==> src/hw/rtl/climate_threshold_scheduler_top_defines.svh <==
// ----------------------------------------------------------------------------
// Climate threshold scheduler assertion macros
// Shared concurrent assertion forms, clocked on clk, disabled during reset.
// ----------------------------------------------------------------------------
`ifndef CLIMATE_THRESHOLD_SCHEDULER_TOP_DEFINES_SVH
`define CLIMATE_THRESHOLD_SCHEDULER_TOP_DEFINES_SVH

// same-cycle implication
`define CTS_ASSERT_SAME(label, ante, cons) \
    label: assert property (@(posedge clk) disable iff (!rst_n) (ante) |-> (cons)) \
        else $error("cts assertion failed");

// next-cycle implication
`define CTS_ASSERT_NEXT(label, ante, cons) \
    label: assert property (@(posedge clk) disable iff (!rst_n) (ante) |=> (cons)) \
        else $error("cts assertion failed");

`endif

==> src/hw/rtl/cts_pkg.sv <==
// ----------------------------------------------------------------------------
// Climate threshold scheduler package
// Field widths, channel and command codes, register indexes and shared types.
// ----------------------------------------------------------------------------
`default_nettype none

package cts_pkg;

    localparam int TempW  = 15;
    localparam int HumidW = 14;
    localparam int MinW   = 11;
    localparam int CmdW   = 2;
    localparam int ChanW  = 3;
    localparam int CfgIdxW  = 3;
    localparam int CfgDataW = 15;
    localparam int NumChannels = 6;
    localparam int QueueDepth  = 2;

    localparam logic [ChanW-1:0] CH_TEMP_HIGH  = 3'd0;
    localparam logic [ChanW-1:0] CH_TEMP_LOW   = 3'd1;
    localparam logic [ChanW-1:0] CH_HUMID_HIGH = 3'd2;
    localparam logic [ChanW-1:0] CH_HUMID_LOW  = 3'd3;
    localparam logic [ChanW-1:0] CH_LIGHT      = 3'd4;
    localparam logic [ChanW-1:0] CH_WATER      = 3'd5;

    localparam logic [CmdW-1:0] CMD_VENT  = 2'd0;
    localparam logic [CmdW-1:0] CMD_HEAT  = 2'd1;
    localparam logic [CmdW-1:0] CMD_LIGHT = 2'd2;
    localparam logic [CmdW-1:0] CMD_PUMP  = 2'd3;

    localparam logic [CfgIdxW-1:0] REG_TEMP_HIGH   = 3'd0;
    localparam logic [CfgIdxW-1:0] REG_TEMP_LOW    = 3'd1;
    localparam logic [CfgIdxW-1:0] REG_HUMID_HIGH  = 3'd2;
    localparam logic [CfgIdxW-1:0] REG_HUMID_LOW   = 3'd3;
    localparam logic [CfgIdxW-1:0] REG_LIGHT_START = 3'd4;
    localparam logic [CfgIdxW-1:0] REG_LIGHT_LEN   = 3'd5;
    localparam logic [CfgIdxW-1:0] REG_WATER_START = 3'd6;
    localparam logic [CfgIdxW-1:0] REG_WATER_LEN   = 3'd7;

    typedef struct packed {
        logic [NumChannels-1:0] trig;
        logic [NumChannels-1:0] rel;
    } cls_t;

    typedef struct packed {
        logic [CmdW-1:0]  actuator_cmd;
        logic [ChanW-1:0] source_channel;
    } cmd_t;

    function automatic logic [CmdW-1:0] chan_cmd(input logic [ChanW-1:0] ch);
        logic [CmdW-1:0] cmd;
        case (ch)
            CH_TEMP_HIGH:  cmd = CMD_VENT;
            CH_TEMP_LOW:   cmd = CMD_HEAT;
            CH_HUMID_HIGH: cmd = CMD_VENT;
            CH_HUMID_LOW:  cmd = CMD_HEAT;
            CH_LIGHT:      cmd = CMD_LIGHT;
            CH_WATER:      cmd = CMD_PUMP;
            default:       cmd = CMD_VENT;
        endcase
        return cmd;
    endfunction

endpackage

`default_nettype wire

==> src/hw/rtl/cts_sample_if.sv <==
// ----------------------------------------------------------------------------
// Sample channel interface
// Valid/ready channel carrying one sensor sample.
// ----------------------------------------------------------------------------
`default_nettype none

interface cts_sample_if;
    logic                               valid;
    logic                               ready;
    logic signed [cts_pkg::TempW-1:0]   temperature;
    logic [cts_pkg::HumidW-1:0]         humidity;
    logic [cts_pkg::MinW-1:0]           minute_of_day;

    modport source (output valid, output temperature, output humidity,
                    output minute_of_day, input ready);
    modport sink   (input valid, input temperature, input humidity,
                    input minute_of_day, output ready);
endinterface

`default_nettype wire

==> src/hw/rtl/cts_result_if.sv <==
// ----------------------------------------------------------------------------
// Result channel interface
// Valid/ready channel carrying one toggle command.
// ----------------------------------------------------------------------------
`default_nettype none

interface cts_result_if;
    logic                        valid;
    logic                        ready;
    logic [cts_pkg::CmdW-1:0]    actuator_cmd;
    logic [cts_pkg::ChanW-1:0]   source_channel;
    logic                        last_of_run;

    modport source (output valid, output actuator_cmd, output source_channel,
                    output last_of_run, input ready);
    modport sink   (input valid, input actuator_cmd, input source_channel,
                    input last_of_run, output ready);
endinterface

`default_nettype wire

==> src/hw/rtl/climate_threshold_scheduler_top.sv <==
// A sample is registered in the front end, queued, then walked by the back end, which
// takes a new sample only when idle: it loads the sample, steps through the channels in
// order (again after a latch entry, held while the result side stalls), then flushes any pending command.
// A two-deep queue lets the front end take samples while the walk runs.
// Reset: rst_n async active low; limits return to defaults, all latches clear.
// ----------------------------------------------------------------------------
// Climate threshold scheduler top level
// Six-channel threshold and time-of-day scheduler emitting toggle commands.
// ----------------------------------------------------------------------------
`default_nettype none

module climate_threshold_scheduler_top (
    input  wire logic                         clk,
    input  wire logic                         rst_n,
    input  wire logic                         cfg_we,
    input  wire logic [cts_pkg::CfgIdxW-1:0]  cfg_index,
    input  wire logic [cts_pkg::CfgDataW-1:0] cfg_data,
    cts_sample_if.sink                        sample,
    cts_result_if.source                      result
);

    logic          cls_valid;
    logic          cls_ready;
    cts_pkg::cls_t cls_data;
    logic          q_valid;
    logic          q_ready;
    cts_pkg::cls_t q_data;

    cts_front u_front (
        .clk       (clk),
        .rst_n     (rst_n),
        .cfg_we    (cfg_we),
        .cfg_index (cfg_index),
        .cfg_data  (cfg_data),
        .sample    (sample),
        .cls_valid (cls_valid),
        .cls_ready (cls_ready),
        .cls_data  (cls_data)
    );

    cts_queue u_queue (
        .clk       (clk),
        .rst_n     (rst_n),
        .in_valid  (cls_valid),
        .in_ready  (cls_ready),
        .in_data   (cls_data),
        .out_valid (q_valid),
        .out_ready (q_ready),
        .out_data  (q_data)
    );

    cts_back u_back (
        .clk     (clk),
        .rst_n   (rst_n),
        .q_valid (q_valid),
        .q_ready (q_ready),
        .q_data  (q_data),
        .result  (result)
    );

endmodule

`default_nettype wire

==> src/hw/rtl/cts_front.sv <==
// ----------------------------------------------------------------------------
// Scheduler front end
// Holds the limit registers and turns each sample into trigger and release
// flags for all six channels, registered toward the queue.
// ----------------------------------------------------------------------------
`default_nettype none

module cts_front (
    input  wire logic                             clk,
    input  wire logic                             rst_n,
    input  wire logic                             cfg_we,
    input  wire logic [cts_pkg::CfgIdxW-1:0]      cfg_index,
    input  wire logic [cts_pkg::CfgDataW-1:0]     cfg_data,
    cts_sample_if.sink                            sample,
    output logic                                  cls_valid,
    input  wire logic                             cls_ready,
    output cts_pkg::cls_t                         cls_data
);

    logic signed [cts_pkg::TempW-1:0] temp_high_reg;
    logic signed [cts_pkg::TempW-1:0] temp_low_reg;
    logic [cts_pkg::HumidW-1:0]       humid_high_reg;
    logic [cts_pkg::HumidW-1:0]       humid_low_reg;
    logic [cts_pkg::MinW-1:0]         light_start_reg;
    logic [cts_pkg::MinW-1:0]         light_len_reg;
    logic [cts_pkg::MinW-1:0]         water_start_reg;
    logic [cts_pkg::MinW-1:0]         water_len_reg;

    logic                             cls_valid_reg;
    cts_pkg::cls_t                    cls_reg;
    cts_pkg::cls_t                    cls_next;
    logic [cts_pkg::MinW:0]           light_end;
    logic [cts_pkg::MinW:0]           water_end;
    logic [cts_pkg::MinW:0]           minute_ext;
    logic                             take;

    always_ff @(posedge clk or negedge rst_n)
    begin
        if (!rst_n)
        begin
            temp_high_reg   <= 15'sd3000;
            temp_low_reg    <= 15'sd1500;
            humid_high_reg  <= 14'd8000;
            humid_low_reg   <= 14'd4000;
            light_start_reg <= 11'd360;
            light_len_reg   <= 11'd720;
            water_start_reg <= 11'd480;
            water_len_reg   <= 11'd10;
        end
        else if (cfg_we)
        begin
            case (cfg_index)
                cts_pkg::REG_TEMP_HIGH:   temp_high_reg   <= cfg_data;
                cts_pkg::REG_TEMP_LOW:    temp_low_reg    <= cfg_data;
                cts_pkg::REG_HUMID_HIGH:  humid_high_reg  <= cfg_data[cts_pkg::HumidW-1:0];
                cts_pkg::REG_HUMID_LOW:   humid_low_reg   <= cfg_data[cts_pkg::HumidW-1:0];
                cts_pkg::REG_LIGHT_START: light_start_reg <= cfg_data[cts_pkg::MinW-1:0];
                cts_pkg::REG_LIGHT_LEN:   light_len_reg   <= cfg_data[cts_pkg::MinW-1:0];
                cts_pkg::REG_WATER_START: water_start_reg <= cfg_data[cts_pkg::MinW-1:0];
                cts_pkg::REG_WATER_LEN:   water_len_reg   <= cfg_data[cts_pkg::MinW-1:0];
                default:                  ;
            endcase
        end
    end

    // end minute is not wrapped: a sum above 2047 never matches an 11-bit minute
    assign light_end  = {1'b0, light_start_reg} + {1'b0, light_len_reg};
    assign water_end  = {1'b0, water_start_reg} + {1'b0, water_len_reg};
    assign minute_ext = {1'b0, sample.minute_of_day};

    always_comb
    begin
        cls_next.trig[cts_pkg::CH_TEMP_HIGH]  = sample.temperature >= temp_high_reg;
        cls_next.rel[cts_pkg::CH_TEMP_HIGH]   = sample.temperature <  temp_high_reg;
        cls_next.trig[cts_pkg::CH_TEMP_LOW]   = sample.temperature <= temp_low_reg;
        cls_next.rel[cts_pkg::CH_TEMP_LOW]    = sample.temperature >  temp_low_reg;
        cls_next.trig[cts_pkg::CH_HUMID_HIGH] = sample.humidity >= humid_high_reg;
        cls_next.rel[cts_pkg::CH_HUMID_HIGH]  = sample.humidity <  humid_high_reg;
        cls_next.trig[cts_pkg::CH_HUMID_LOW]  = sample.humidity <= humid_low_reg;
        cls_next.rel[cts_pkg::CH_HUMID_LOW]   = sample.humidity >  humid_low_reg;
        cls_next.trig[cts_pkg::CH_LIGHT]      = sample.minute_of_day == light_start_reg;
        cls_next.rel[cts_pkg::CH_LIGHT]       = minute_ext == light_end;
        cls_next.trig[cts_pkg::CH_WATER]      = sample.minute_of_day == water_start_reg;
        cls_next.rel[cts_pkg::CH_WATER]       = minute_ext == water_end;
    end

    assign sample.ready = !cls_valid_reg || cls_ready;
    assign take         = sample.valid && sample.ready;

    always_ff @(posedge clk or negedge rst_n)
    begin
        if (!rst_n)
        begin
            cls_valid_reg <= 1'b0;
        end
        else if (sample.ready)
        begin
            cls_valid_reg <= sample.valid;
        end
    end

    always_ff @(posedge clk)
    begin
        if (take)
        begin
            cls_reg <= cls_next;
        end
    end

    assign cls_valid = cls_valid_reg;
    assign cls_data  = cls_reg;

endmodule

`default_nettype wire

==> src/hw/rtl/cts_queue.sv <==
// ----------------------------------------------------------------------------
// Scheduler queue
// Short FIFO of classified samples between the front and back ends.
// ----------------------------------------------------------------------------
`default_nettype none

module cts_queue (
    input  wire logic           clk,
    input  wire logic           rst_n,
    input  wire logic           in_valid,
    output logic                in_ready,
    input  wire cts_pkg::cls_t  in_data,
    output logic                out_valid,
    input  wire logic           out_ready,
    output cts_pkg::cls_t       out_data
);

    localparam int PtrW = $clog2(cts_pkg::QueueDepth);
    localparam int CntW = $clog2(cts_pkg::QueueDepth + 1);

    cts_pkg::cls_t   entry_reg [cts_pkg::QueueDepth];
    logic [PtrW-1:0] wr_ptr_reg;
    logic [PtrW-1:0] rd_ptr_reg;
    logic [CntW-1:0] count_reg;
    logic            push;
    logic            pop;

    assign in_ready  = count_reg != CntW'(cts_pkg::QueueDepth);
    assign out_valid = count_reg != '0;
    assign out_data  = entry_reg[rd_ptr_reg];
    assign push      = in_valid && in_ready;
    assign pop       = out_valid && out_ready;

    always_ff @(posedge clk or negedge rst_n)
    begin
        if (!rst_n)
        begin
            wr_ptr_reg <= '0;
            rd_ptr_reg <= '0;
            count_reg  <= '0;
        end
        else
        begin
            if (push)
            begin
                wr_ptr_reg <= (wr_ptr_reg == PtrW'(cts_pkg::QueueDepth - 1)) ?
                              '0 : wr_ptr_reg + 1'b1;
            end
            if (pop)
            begin
                rd_ptr_reg <= (rd_ptr_reg == PtrW'(cts_pkg::QueueDepth - 1)) ?
                              '0 : rd_ptr_reg + 1'b1;
            end
            if (push && !pop)
            begin
                count_reg <= count_reg + 1'b1;
            end
            else if (pop && !push)
            begin
                count_reg <= count_reg - 1'b1;
            end
        end
    end

    always_ff @(posedge clk)
    begin
        if (push)
        begin
            entry_reg[wr_ptr_reg] <= in_data;
        end
    end

endmodule

`default_nettype wire

==> src/hw/rtl/cts_back.sv <==
// ----------------------------------------------------------------------------
// Scheduler back end
// Walks the six channels of one sample in order, keeps the latch state and
// emits toggle commands through a one-deep hold and an output register.
// ----------------------------------------------------------------------------
`default_nettype none

`include "climate_threshold_scheduler_top_defines.svh"

module cts_back (
    input  wire logic           clk,
    input  wire logic           rst_n,
    input  wire logic           q_valid,
    output logic                q_ready,
    input  wire cts_pkg::cls_t  q_data,
    cts_result_if.source        result
);

    typedef enum logic [1:0] {
        B_IDLE,
        B_WALK,
        B_FLUSH
    } back_state_t;

    localparam logic [cts_pkg::ChanW-1:0] LastChan =
        cts_pkg::ChanW'(cts_pkg::NumChannels - 1);

    back_state_t                     state_reg;
    cts_pkg::cls_t                   item_reg;
    logic [cts_pkg::ChanW-1:0]       chan_reg;
    logic [cts_pkg::NumChannels-1:0] latched_reg;
    logic                            pend_valid_reg;
    cts_pkg::cmd_t                   pend_reg;
    logic                            out_valid_reg;
    cts_pkg::cmd_t                   out_reg;
    logic                            out_last_reg;

    logic [cts_pkg::NumChannels-1:0] chan_bit;
    logic                            lat_c;
    logic                            others_free;
    logic                            active;
    logic                            do_entry;
    logic                            do_rel;
    logic                            emit;
    logic                            slot_free;
    logic                            stall;

    assign chan_bit    = cts_pkg::NumChannels'(1) << chan_reg;
    assign lat_c       = latched_reg[chan_reg];
    assign others_free = (latched_reg & ~chan_bit) == '0;
    assign active      = (item_reg.trig[chan_reg] || lat_c) && others_free;
    assign do_entry    = active && !lat_c;
    assign do_rel      = active && lat_c && item_reg.rel[chan_reg];
    assign emit        = do_entry || do_rel;
    assign slot_free   = !out_valid_reg || result.ready;
    assign stall       = emit && pend_valid_reg && !slot_free;
    assign q_ready     = state_reg == B_IDLE;

    always_ff @(posedge clk or negedge rst_n)
    begin
        if (!rst_n)
        begin
            state_reg      <= B_IDLE;
            chan_reg       <= '0;
            latched_reg    <= '0;
            pend_valid_reg <= 1'b0;
            out_valid_reg  <= 1'b0;
        end
        else
        begin
            if (out_valid_reg && result.ready)
            begin
                out_valid_reg <= 1'b0;
            end
            case (state_reg)
                B_IDLE:
                begin
                    if (q_valid)
                    begin
                        item_reg  <= q_data;
                        chan_reg  <= '0;
                        state_reg <= B_WALK;
                    end
                end
                B_WALK:
                begin
                    if (!stall)
                    begin
                        if (emit)
                        begin
                            if (pend_valid_reg)
                            begin
                                out_reg       <= pend_reg;
                                out_last_reg  <= 1'b0;
                                out_valid_reg <= 1'b1;
                            end
                            pend_reg.actuator_cmd   <= cts_pkg::chan_cmd(chan_reg);
                            pend_reg.source_channel <= chan_reg;
                            pend_valid_reg          <= 1'b1;
                        end
                        if (do_entry)
                        begin
                            // hold the channel to test its release next cycle
                            latched_reg[chan_reg] <= 1'b1;
                        end
                        else
                        begin
                            if (do_rel)
                            begin
                                latched_reg[chan_reg] <= 1'b0;
                            end
                            if (chan_reg == LastChan)
                            begin
                                state_reg <= (pend_valid_reg || emit) ? B_FLUSH : B_IDLE;
                            end
                            else
                            begin
                                chan_reg <= chan_reg + 1'b1;
                            end
                        end
                    end
                end
                B_FLUSH:
                begin
                    if (slot_free)
                    begin
                        out_reg        <= pend_reg;
                        out_last_reg   <= 1'b1;
                        out_valid_reg  <= 1'b1;
                        pend_valid_reg <= 1'b0;
                        state_reg      <= B_IDLE;
                    end
                end
                default:
                begin
                    state_reg <= B_IDLE;
                end
            endcase
        end
    end

    assign result.valid          = out_valid_reg;
    assign result.actuator_cmd   = out_reg.actuator_cmd;
    assign result.source_channel = out_reg.source_channel;
    assign result.last_of_run    = out_last_reg;

    `CTS_ASSERT_SAME(a_latch_onehot, 1'b1, $onehot0(latched_reg))
    `CTS_ASSERT_SAME(a_chan_range, state_reg == B_WALK, chan_reg <= LastChan)
    `CTS_ASSERT_NEXT(a_entry_latches, state_reg == B_WALK && do_entry && !stall,
        latched_reg == $past(latched_reg | chan_bit) && state_reg == B_WALK)
    `CTS_ASSERT_SAME(a_idle_no_pending, state_reg == B_IDLE, !pend_valid_reg)
    `CTS_ASSERT_NEXT(a_flush_last, state_reg == B_FLUSH && slot_free,
        out_valid_reg && out_last_reg && state_reg == B_IDLE)

endmodule

`default_nettype wire

==> src/flat_wrapper.sv <==
// flat-port wrapper written by rule: the top's interface ports become plain ports
module climate_threshold_scheduler_top_flat 
  (clk, rst_n, cfg_we, cfg_index, cfg_data, sample_valid, sample_temperature, sample_humidity, sample_minute_of_day, sample_ready, result_valid, result_actuator_cmd, result_source_channel, result_last_of_run, result_ready);
  cts_sample_if sample_i ();
  cts_result_if result_i ();
  input  wire logic clk;
  input  wire logic rst_n;
  input  wire logic cfg_we;
  input  wire logic [cts_pkg::CfgIdxW-1:0] cfg_index;
  input  wire logic [cts_pkg::CfgDataW-1:0] cfg_data;
  input wire logic [$bits(sample_i.valid)-1:0] sample_valid;
  input wire logic [$bits(sample_i.temperature)-1:0] sample_temperature;
  input wire logic [$bits(sample_i.humidity)-1:0] sample_humidity;
  input wire logic [$bits(sample_i.minute_of_day)-1:0] sample_minute_of_day;
  output wire logic [$bits(sample_i.ready)-1:0] sample_ready;
  output wire logic [$bits(result_i.valid)-1:0] result_valid;
  output wire logic [$bits(result_i.actuator_cmd)-1:0] result_actuator_cmd;
  output wire logic [$bits(result_i.source_channel)-1:0] result_source_channel;
  output wire logic [$bits(result_i.last_of_run)-1:0] result_last_of_run;
  input wire logic [$bits(result_i.ready)-1:0] result_ready;
  assign sample_i.valid = sample_valid;
  assign sample_i.temperature = sample_temperature;
  assign sample_i.humidity = sample_humidity;
  assign sample_i.minute_of_day = sample_minute_of_day;
  assign sample_ready = sample_i.ready;
  assign result_valid = result_i.valid;
  assign result_actuator_cmd = result_i.actuator_cmd;
  assign result_source_channel = result_i.source_channel;
  assign result_last_of_run = result_i.last_of_run;
  assign result_i.ready = result_ready;
  climate_threshold_scheduler_top u_core (.clk(clk), .rst_n(rst_n), .cfg_we(cfg_we), .cfg_index(cfg_index), .cfg_data(cfg_data), .sample(sample_i), .result(result_i));
endmodule
==> config.mk <==
export PLATFORM = sky130hd
export DESIGN_NAME = climate_threshold_scheduler_top_flat
export DESIGN_NICKNAME = d
export VERILOG_FILES = /design/src/hw/rtl/cts_pkg.sv /design/src/hw/rtl/cts_sample_if.sv /design/src/hw/rtl/cts_result_if.sv /design/src/hw/rtl/climate_threshold_scheduler_top.sv /design/src/hw/rtl/cts_front.sv /design/src/hw/rtl/cts_queue.sv /design/src/hw/rtl/cts_back.sv /design/src/flat_wrapper.sv
export VERILOG_INCLUDE_DIRS = /design/src /design/src/hw/rtl
export SDC_FILE = /design/constraint.sdc
export NUM_CORES = 1
export LEC_CHECK = 0
export ABC_AREA = 1
export BUFFER_PORTS_ARGS = -buffer_cell sky130_fd_sc_hd__buf_2
export CORE_MARGIN = 2
export CORE_UTILIZATION = 60
export DETAILED_ROUTE_END_ITERATION = 6
export GPL_ROUTABILITY_DRIVEN = 0
export PLACE_DENSITY = 0.79
export SYNTH_ARGS = -nofsm -noshare
export SYNTH_HDL_FRONTEND = slang
export SYNTH_HIERARCHICAL = 1
export SYNTH_SLANG_ARGS = --single-unit
==> constraint.sdc <==
create_clock -name clk -period 3.4 [get_ports clk]
set_input_delay 0.34 -clock clk [delete_from_list [all_inputs] [get_ports clk]]
set_output_delay 0.34 -clock clk [all_outputs]
set_load 0.01 [all_outputs]
==> impl_metrics.json, run 1 <==
{
  "die_y_um": 136,
  "synth-edff-count": 59,
  "ios": 71,
  "path_clk_slew_ns": 0.07,
  "synth.distinct_cells": 52,
  "slew_violations": 0,
  "ant_nets": 0,
  "fp.coreArea_mm2": 0.0172,
  "synthTopCellsByCount": "339 x nand2_1, 174 x inv_1, 98 x o21ai_0",
  "die_x_um": 136,
  "p_leak_nw": 5.75,
  "required_ns": 3.46,
  "final_nets": 1443,
  "place_worst_setup_slack_ns": 0.499,
  "postLayoutCellArea_mm2": 0.0116,
  "holdWs_ns": 0.111,
  "syn2layout_area_growth_pct": 10.5,
  "yosysSeqAreaShare": 0.461,
  "synthArstFlopShare": 0.670,
  "syn_avg_cell_area_um2": 8.57,
  "synth_most_common_cell": "nand2_1",
  "drv_cap": 0,
  "clock_latency_ns": 0.43,
  "cp_common_cell": "o21ai_0",
  "cts_tree": "done",
  "place_inst": 1494,
  "clock_path_buffers": 2,
  "place_area_mm2": 0.0110,
  "drive_above_1_share": 0.150,
  "cts_resized": 0,
  "synth_warnings": 6,
  "syn-num-nets": 1376,
  "max_freq_mhz": 336,
  "slowest_stage": "dfrtp_1",
  "port_buffers": 70,
  "skew_ns": 0.0115,
  "syn_inst": 1222,
  "start_kind": "register",
  "r2r_cells": 9,
  "netlist_area_mm2": 0.0105,
  "dp_hpwl_um": 16300,
  "synth-seq-cells": 179,
  "initial_core_util": 0.610,
  "finalSetupViolations": 0,
  "max-vdd-ir-drop_mv": 0.443,
  "vias": 8131,
  "slowest_delay_ns": 0.78,
  "min_path_type": "in -> reg",
  "whs_path_depth": 3,
  "viasPerCell": 5.32,
  "grt_max_degree": 87,
  "fin_crit_ns": 2.98,
  "power.total_mw": 8.06,
  "wl_um": 22800,
  "yosys-top-cells-area": "dfrtp_1 19%, edfxtp_1 17%, nand2_1 12%, ha_1 11%, dfstp_2 10%",
  "status": "finished, final reports clean",
  "path_class": "reg -> reg",
  "cts_root_buf": "clkbuf_16",
  "overflow": 0,
  "min_period_over_period": 0.875,
  "cp_cell_sequence": "ha_1 > inv_1 > o21ai_0 > o21ai_0 > nor2_1 > nand2_2 > nor2_8 > o21ai_4 > nor3b_1",
  "drt_first_pass_iters": 6,
  "fin_cells": 1527,
  "setup_tns_ns": 0,
  "critPathMaxFanout": 19,
  "first_iter_violations": 642,
  "first_global_vias": 8124,
  "worst-path-buf-inv": 1,
  "finalHoldViolCount": 0,
  "ctsHtreeMaxLevel": 4,
  "final_util": 0.674,
  "drt-wirelength-per-cell_um": 15.0,
  "synth_top_area_frac": 0.191,
  "yosys.area.top_type": "dfrtp_1",
  "grt_pass1_wl_um": 38200,
  "drc": 0,
  "endpoint_kind": "register",
  "crit_arrival_ns": 3.04,
  "tightest_slew_ns": 1.13,
  "num_rows": 48,
  "design.die.area_mm2": 0.0185,
  "n_antenna_cell": 0,
  "cts.sinks": 179,
  "p_per_area_mw_per_mm2": 696,
  "cp_num_cells": 9,
  "synth_ff_type": "dfrtp_1",
  "largest_reg_flops": 24,
  "numCtsBuffers": 17,
  "slew_headroom": 0.241,
  "rsz0062_at_grt": "no",
  "antenna_found_initial": 0,
  "crit_family": "simple AND/OR/NAND/NOR gates",
  "setup_slack_ns": 0.425,
  "grtUsageTotal": 0.265
}
==> worst reg2reg max path, stage by stage (launching register included) <==
cell	delay (ns)
dfrtp_1	0.78
ha_1	0.31
inv_1	0.06
o21ai_0	0.16
o21ai_0	0.12
nor2_1	0.22
nand2_2	0.13
nor2_8	0.15
o21ai_4	0.11
nor3b_1	0.58
==> final cells by class <==
class	instances	area, um2
Clock buffer	19	433
Clock inverter	13	134
Fill cell	1420	5610
Inverter	184	696
Multi-Input combinational cell	832	4800
Sequential cell	179	4820
Tap cell	225	282
Timing Repair Buffer	75	405
==> logic make-up after synthesis <==
| family | Yosys count | synth area share |
|---|---|---|
| buffers and inverters | 211 | 0.0814 |
| DFF | 179 | 0.461 |
| adders and majority gates | 91 | 0.110 |
| xor gates and xnor gates | 41 | 0.0350 |
| AOI/OAI and AO/OA | 168 | 0.0860 |
| and+or+nand+nor | 532 | 0.227 |
==> report_power, final <==
part           total (mW)  leakage [nW]  internal, mW  switching [mW]
logic                2.88          3.50          1.06            1.82
registers            3.26          1.97          2.90           0.357
clock network        1.92         0.282          1.08           0.835
total                8.06          5.75          5.04            3.02
==> final timing paths <==
kind / slack, ns / startpoint / end
hold reg to reg: 0.43 / u_core/u_back/pend_reg[3]$_DFFE_PP_ / u_core/u_back/result.actuator_cmd[0]$_DFFE_PP_
min in group asynchronous: 0.33 / rst_n / u_core/u_front/cls_valid$_DFFE_PN0N_
max in group asynchronous: 2.30 / rst_n / u_core/u_front/light_start_reg[6]$_DFFE_PN1P_
hold / removal: 0.11 / sample_valid / u_core/u_front/cls_valid$_DFFE_PN0N_
setup reg to reg: 0.42 / u_core/u_back/chan_reg[0]$_DFFE_PN0P_ / u_core/u_back/pend_reg[0]$_DFFE_PP_
setup / recovery: 0.42 / u_core/u_back/chan_reg[0]$_DFFE_PN0P_ / u_core/u_back/pend_reg[0]$_DFFE_PP_
==> layout by cell type (no fill, tap or decap), types with 13 or more instances in the layout <==
cell type / n
nand3_1: 52
dfrtp_1: 80
clkbuf_16: 17
ha_1: 89
nand4_1: 18
dfstp_2: 40
edfxtp_1: 59
a21oi_1: 47
xor2_1: 16
buf_2: 69
inv_1: 174
xnor2_1: 24
nand2_2: 13
nand2_1: 339
nor2_1: 64
o21ai_0: 98
==> what timing repair did <==
item	4_1_cts	5_1_grt
endpoints found under the hold margin	13	0
hold buffers	1	0
setup buffers	0	0
==> metal layers <==
metal | GRT usage | vias up | part of all wire
met2 | 0.443 | 229 | 0.48
li1 | - | 4071 | -
met5 | 0 | - | 0
met4 | 0.108 | 0 | 0.030
met3 | 0.0492 | 52 | 0.055
met1 | 0.341 | 3779 | 0.43
No activity file was read; power rests on OpenSTA's default activity.
==> run 2: changes to the inputs <==
- GPL_TIMING_DRIVEN: not set -> 0
==> run 2 against run 1 <==
  * Utilization up 0.95 points
  * Register-to-register slack better by 0.11 ns
  * Clock power is essentially flat
  * Non-clock buffer count is 24 higher
  * Critical endpoint is now u_core/u_back/pend_reg[2]$_DFFE_PP_
  * Largest cell class unchanged
  * Highest routed layer unchanged
==> impl_metrics.json, run 2 (synthesis gave the netlist of run 1 again) <==
{
  "clock_latency_ns": 0.43,
  "ant_nets": 0,
  "tightest_slew_ns": 1.02,
  "setup_tns_ns": 0,
  "endpoint_kind": "register",
  "holdWs_ns": 0.109,
  "final_nets": 1467,
  "antenna_found_initial": 0,
  "syn2layout_area_growth_pct": 12.0,
  "power.total_mw": 8.11,
  "vias": 8245,
  "cts_root_buf": "clkbuf_16",
  "max-vdd-ir-drop_mv": 0.522,
  "min_path_type": "in -> reg",
  "ctsHtreeMaxLevel": 4,
  "crit_arrival_ns": 2.93,
  "grt_max_degree": 103,
  "setup_slack_ns": 0.531,
  "die_y_um": 136,
  "drv_cap": 0,
  "finalHoldViolCount": 0,
  "first_iter_violations": 616,
  "port_buffers": 69,
  "numCtsBuffers": 17,
  "max_freq_mhz": 349,
  "layout_common_cells": "339 x nand2_1, 174 x inv_1, 98 x o21ai_0",
  "wl_um": 22900,
  "required_ns": 3.46,
  "cts.sinks": 179,
  "overflow": 0,
  "path_clk_slew_ns": 0.07,
  "rsz0062_at_grt": "no",
  "path_class": "reg -> reg",
  "slew_violations": 0,
  "drt-wirelength-per-cell_um": 14.8,
  "first_global_vias": 8137,
  "ios": 71,
  "n_antenna_cell": 0,
  "r2r_cells": 11,
  "design.die.area_mm2": 0.0185,
  "drive_above_1_share": 0.153,
  "multi_input_area_mm2": 0.00480,
  "status": "finished, final reports clean",
  "dp_hpwl_um": 17000,
  "critPathMaxFanout": 9,
  "cts_tree": "done",
  "largest_reg_flops": 24,
  "min_period_over_period": 0.844,
  "start_kind": "register",
  "place_worst_setup_slack_ns": 0.573,
  "drc": 0,
  "fillers": 1368,
  "slew_headroom": 0.315,
  "grtUsageTotal": 0.266,
  "fp.coreArea_mm2": 0.0172,
  "clock_path_buffers": 2,
  "grt_pass1_wl_um": 38100,
  "skew_ns": 0.0128,
  "p_leak_nw": 5.83,
  "regArea_mm2": 0.00482,
  "layout_commonest_cell": "nand2_1",
  "viasPerCell": 5.32,
  "fin_crit_ns": 2.87,
  "initial_core_util": 0.610,
  "p_per_area_mw_per_mm2": 692,
  "die_x_um": 136,
  "whs_path_depth": 3,
  "finalSetupViolations": 0,
  "num_rows": 48,
  "drt_first_pass_iters": 5
}
[run 2: cell count changes in the layout (fill, tap and decap cells not counted), sizes merged]
| cell | before | now |
|---|---|---|
| clkinvlp | 1 | 0 |
| buf | 74 | 83 |
| clkbuf | 19 | 41 |
| clkinv | 8 | 3 |
| bufinv | 2 | 1 |
[run 2: area by class of cell]
type | count | share of cell area
multi-input combinational | 832 | 0.409
tap | 225 | 0.0240
inverter | 184 | 0.0593
clock inverter | 6 | 0.00587
buffer | 27 | 0.0133
clock buffer | 26 | 0.0437
timing repair buffer | 72 | 0.0338
sequential | 179 | 0.411
[run 2: critical path: stages, from the launching register on]
cell and delay (ns):
dfrtp_1 0.43, buf_6 0.17, inv_2 0.10, ha_1 0.19, inv_1 0.04, o21ai_0 0.15, o21ai_0 0.11, nor2_1 0.23
nand2_2 0.13, nor2_8 0.16, o21ai_4 0.12, nor3b_1 0.65
[run 2: where the power goes]
part | total, mW | internal (mW) | switching (mW)
combinational | 2.99 | 1.12 | 1.87
sequential | 3.19 | 2.90 | 0.292
clock | 1.93 | 1.12 | 0.813
[run 2: timing repair]
action                    4_1_cts  5_1_grt
buffers inserted                0        0
gates resized for setup         0        0
hold buffers                    1        0
hold endpoints to repair       18        0
[run 2: final timing paths]
check	from	slack (ns)	endpoint
min reg2reg	u_core/u_back/pend_reg[2]$_DFFE_PP_	0.42	u_core/u_back/result.source_channel[2]$_DFFE_PP_
max in group asynchronous	rst_n	2.27	u_core/u_front/humid_high_reg[8]$_DFFE_PN1P_
max reg2reg	u_core/u_back/chan_reg[1]$_DFFE_PN0P_	0.53	u_core/u_back/pend_reg[2]$_DFFE_PP_
min in group asynchronous	rst_n	0.32	u_core/u_queue/wr_ptr_reg$_DFFE_PN0P_
max	u_core/u_back/chan_reg[1]$_DFFE_PN0P_	0.53	u_core/u_back/pend_reg[2]$_DFFE_PP_
min	sample_valid	0.11	u_core/u_front/cls_valid$_DFFE_PN0N_
[run 2: layer usage]
| layer | vias up | routed length, um | GRT usage |
|---|---|---|---|
| li1 | 4133 | - | - |
| met1 | 3889 | 9940 | 0.332 |
| met2 | 192 | 11500 | 0.466 |
| met3 | 31 | 1110 | 0.0533 |
| met4 | 0 | 352 | 0.0822 |
| met5 | - | 0 | 0 |
[run 2: per-stage QoR]
step / instances / utilization / instance area (um2)
4_1_cts: 1550 / 0.683 / 11700
3_3_place_gp: 1516 / 0.646 / 11100
5_1_grt: 1551 / 0.683 / 11700
3_5_place_dp: 1517 / 0.648 / 11100
2_1_floorplan: 1222 / - / 10500
6_report: 1551 / 0.683 / 11700
==> run 3: changes to the inputs <==
- ABC_AREA: 1 -> 0
- clock period: 3.4 -> 2.8 ns (I/O delays scaled with it)
==> run 3 against run 2 <==
  * Clock power increased by 24%
  * Clock skew decreased by 0.0028 ns
  * Hold slack got worse by 0.022 ns
  * Maximum frequency increased by 7.5%
  * Area after synthesis decreased by 3.9%
  * Register-to-register slack got worse by 0.40 ns
  * Wire length decreased by 5.7%
  * Die area decreased by 3.8%
  * Clock-buffer cell count decreased by 7
  * Global-route usage decreased by 1.1 points
  * Critical path type unchanged
  * Largest power group is now combinational cells
  * Highest routed layer is now met5
==> impl_metrics.json, run 3 <==
{
  "cts_root_buf": "clkbuf_16",
  "finalHoldViolCount": 0,
  "max-vdd-ir-drop_mv": 0.653,
  "drive_above_1_share": 0.251,
  "crit_path_end": "u_core/u_front/cls_data[4]$_DFFE_PP_",
  "first_global_vias": 7036,
  "holdWs_ns": 0.0872,
  "endpoint_kind": "register",
  "viasPerCell": 5.73,
  "p_per_area_mw_per_mm2": 926,
  "ctsHtreeMaxLevel": 4,
  "place_area_mm2": 0.0107,
  "ios": 71,
  "netlist_area_mm2": 0.0101,
  "drt-wirelength-per-cell_um": 17.9,
  "design.die.area_mm2": 0.0178,
  "synth-edff-count": 59,
  "reg2reg_to": "u_core/u_front/cls_data[4]$_DFFE_PP_",
  "synthTopCellsByCount": "89 x ha_1, 84 x inv_1, 80 x dfrtp_1",
  "layout_commonest_cell": "ha_1",
  "clock_path_buffers": 2,
  "final_util": 0.690,
  "power.total_mw": 10.5,
  "yosys.area.top_type": "dfrtp_1",
  "cts.sinks": 179,
  "r2r_cells": 8,
  "slew_violations": 0,
  "yosys-top-cells-area": "dfrtp_1 20%, edfxtp_1 18%, ha_1 11%, dfstp_2 10%, mux2_2 8.6%",
  "synth_most_common_cell": "ha_1",
  "fp.coreArea_mm2": 0.0165,
  "numCtsBuffers": 17,
  "syn-num-nets": 1044,
  "start_kind": "register",
  "required_ns": 3.03,
  "yosysSeqAreaShare": 0.480,
  "critPathMaxFanout": 5,
  "cts_tree": "done",
  "n_antenna_cell": 0,
  "place_inst": 1173,
  "postLayoutCellArea_mm2": 0.0114,
  "drv_cap": 0,
  "crit_arrival_ns": 2.90,
  "ant_nets": 0,
  "synthArstFlopShare": 0.670,
  "drc": 0,
  "syn_inst": 890,
  "die_y_um": 133,
  "wl_um": 21600,
  "finalSetupViolations": 0,
  "min_period_over_period": 0.953,
  "setup_tns_ns": 0,
  "grtUsageTotal": 0.255,
  "synth_top_area_frac": 0.199,
  "overflow": 0,
  "final_nets": 1127,
  "largest_reg_flops": 24,
  "min_path_type": "in -> reg",
  "antenna_found_initial": 1,
  "path_class": "reg -> reg",
  "p_leak_nw": 4.83,
  "fin_cells": 1206,
  "r2r-start": "u_core/u_front/light_start_reg[3]$_DFFE_PN1P_",
  "drt_first_pass_iters": 5,
  "slew_headroom": 0.284,
  "synth-seq-cells": 179,
  "place_worst_setup_slack_ns": -0.394,
  "dp_hpwl_um": 15400,
  "synth_ff_type": "dfrtp_1",
  "grt_max_degree": 82,
  "path_clk_slew_ns": 0.07,
  "vias": 6910,
  "rsz0062_at_grt": "no",
  "syn_avg_cell_area_um2": 11.3,
  "skew_ns": 0.00999,
  "clock_latency_ns": 0.43,
  "die_x_um": 133,
  "layout_common_cells": "88 x ha_1, 83 x inv_1, 80 x dfrtp_1",
  "setup_slack_ns": 0.131,
  "cts_setup_buffers": 0,
  "synth.distinct_cells": 73,
  "rrSetupSlack_ns": 0.13,
  "num_rows": 47,
  "status": "finished, final reports clean",
  "fillers": 1217,
  "tightest_slew_ns": 1.07,
  "grt_pass1_wl_um": 35000,
  "synth_warnings": 6,
  "port_buffers": 62,
  "max_freq_mhz": 375,
  "first_iter_violations": 433,
  "syn2layout_area_growth_pct": 12.9,
  "initial_core_util": 0.611,
  "fin_crit_ns": 2.67,
  "worstSetupStartpoint": "u_core/u_front/light_start_reg[3]$_DFFE_PN1P_"
}
[run 3: cell count changes in the layout (fill, tap and decap cells not counted), moves of 11 or more]
| cell | delta |
|---|---|
| nand2_1 | -273 |
| inv_1 | -91 |
| mux2_2 | +77 |
| nor2_1 | -39 |
| o21ai_0 | -38 |
| nand3_1 | -37 |
| xnor2_1 | +34 |
| a21o_1 | +17 |
| nand2_2 | -13 |
| a21oi_1 | -12 |
| buf_2 | -11 |
[run 3: worst min path at each step]
stage                                         from                                              to  slack (ns)  cells after the start
2_1_floorplan                                rst_n                      asynchronous set/reset pin       -0.02                      0
4_1_cts                               sample_valid            u_core/u_front/cls_valid$_DFFE_PN0N_        0.07                      2
6_report                              sample_valid            u_core/u_front/cls_valid$_DFFE_PN0N_        0.09                      2
5_1_grt                               sample_valid            u_core/u_front/cls_valid$_DFFE_PN0N_        0.08                      2
3_5_place_dp                                 rst_n    u_core/u_front/humid_high_reg[7]$_DFFE_PN0P_        0.24                      1
3_3_place_gp   u_core/u_back/pend_reg[3]$_DFFE_PP_  u_core/u_back/result.actuator_cmd[0]$_DFFE_PP_        0.40                      0
[run 3: repair_timing]
item	in CTS	in global routing
gates resized for setup	6	8
setup endpoints to repair	12	18
hold buffers	1	0
pin swaps	0	4
endpoints found under the hold margin	30	0
[run 3: cell type report]
class | count | area, um2 | share of cell area
buffer | 30 | 168 | 0.0148
inverter | 84 | 319 | 0.0281
timing repair buffer | 64 | 354 | 0.0312
clock buffer | 19 | 433 | 0.0381
multi-input combinational | 597 | 4820 | 0.425
clock inverter | 13 | 158 | 0.0139
tap | 220 | 275 | 0.0242
sequential | 179 | 4820 | 0.425
[run 3: logic make-up after synthesis]
kind of cell / synth area share
buffers and inverters: 0.0478
multiplexers: 0.0974
AND/OR/NAND/NOR: 0.102
flip-flops: 0.480
adder cells (fa/ha/maj): 0.115
AO/OA/AOI/OAI: 0.101
XOR/XNOR: 0.0566
[run 3: critical path, cell delays in order, from the launching register on]
cell       delay [ns]
dfstp_2          0.55
ha_1             0.29
a21o_1           0.18
a31o_2           0.21
a21oi_2          0.26
o21ai_4          0.11
mux2i_1          0.18
a2111oi_4        0.38
nor4b_4          0.30
[run 3: where the power goes]
group | internal [mW] | switching (mW)
registers | 3.58 | 0.368
clock network | 1.40 | 0.998
logic | 1.83 | 2.33
total | 6.82 | 3.70
[run 3: per-layer routing]
layer | global-route usage | vias to the layer above | part of all wire
met5 | 0 | - | 0.00060
met4 | 0.0916 | 2 | 0.019
met3 | 0.0476 | 31 | 0.046
met2 | 0.433 | 169 | 0.50
met1 | 0.328 | 3386 | 0.43
li1 | - | 3322 | -
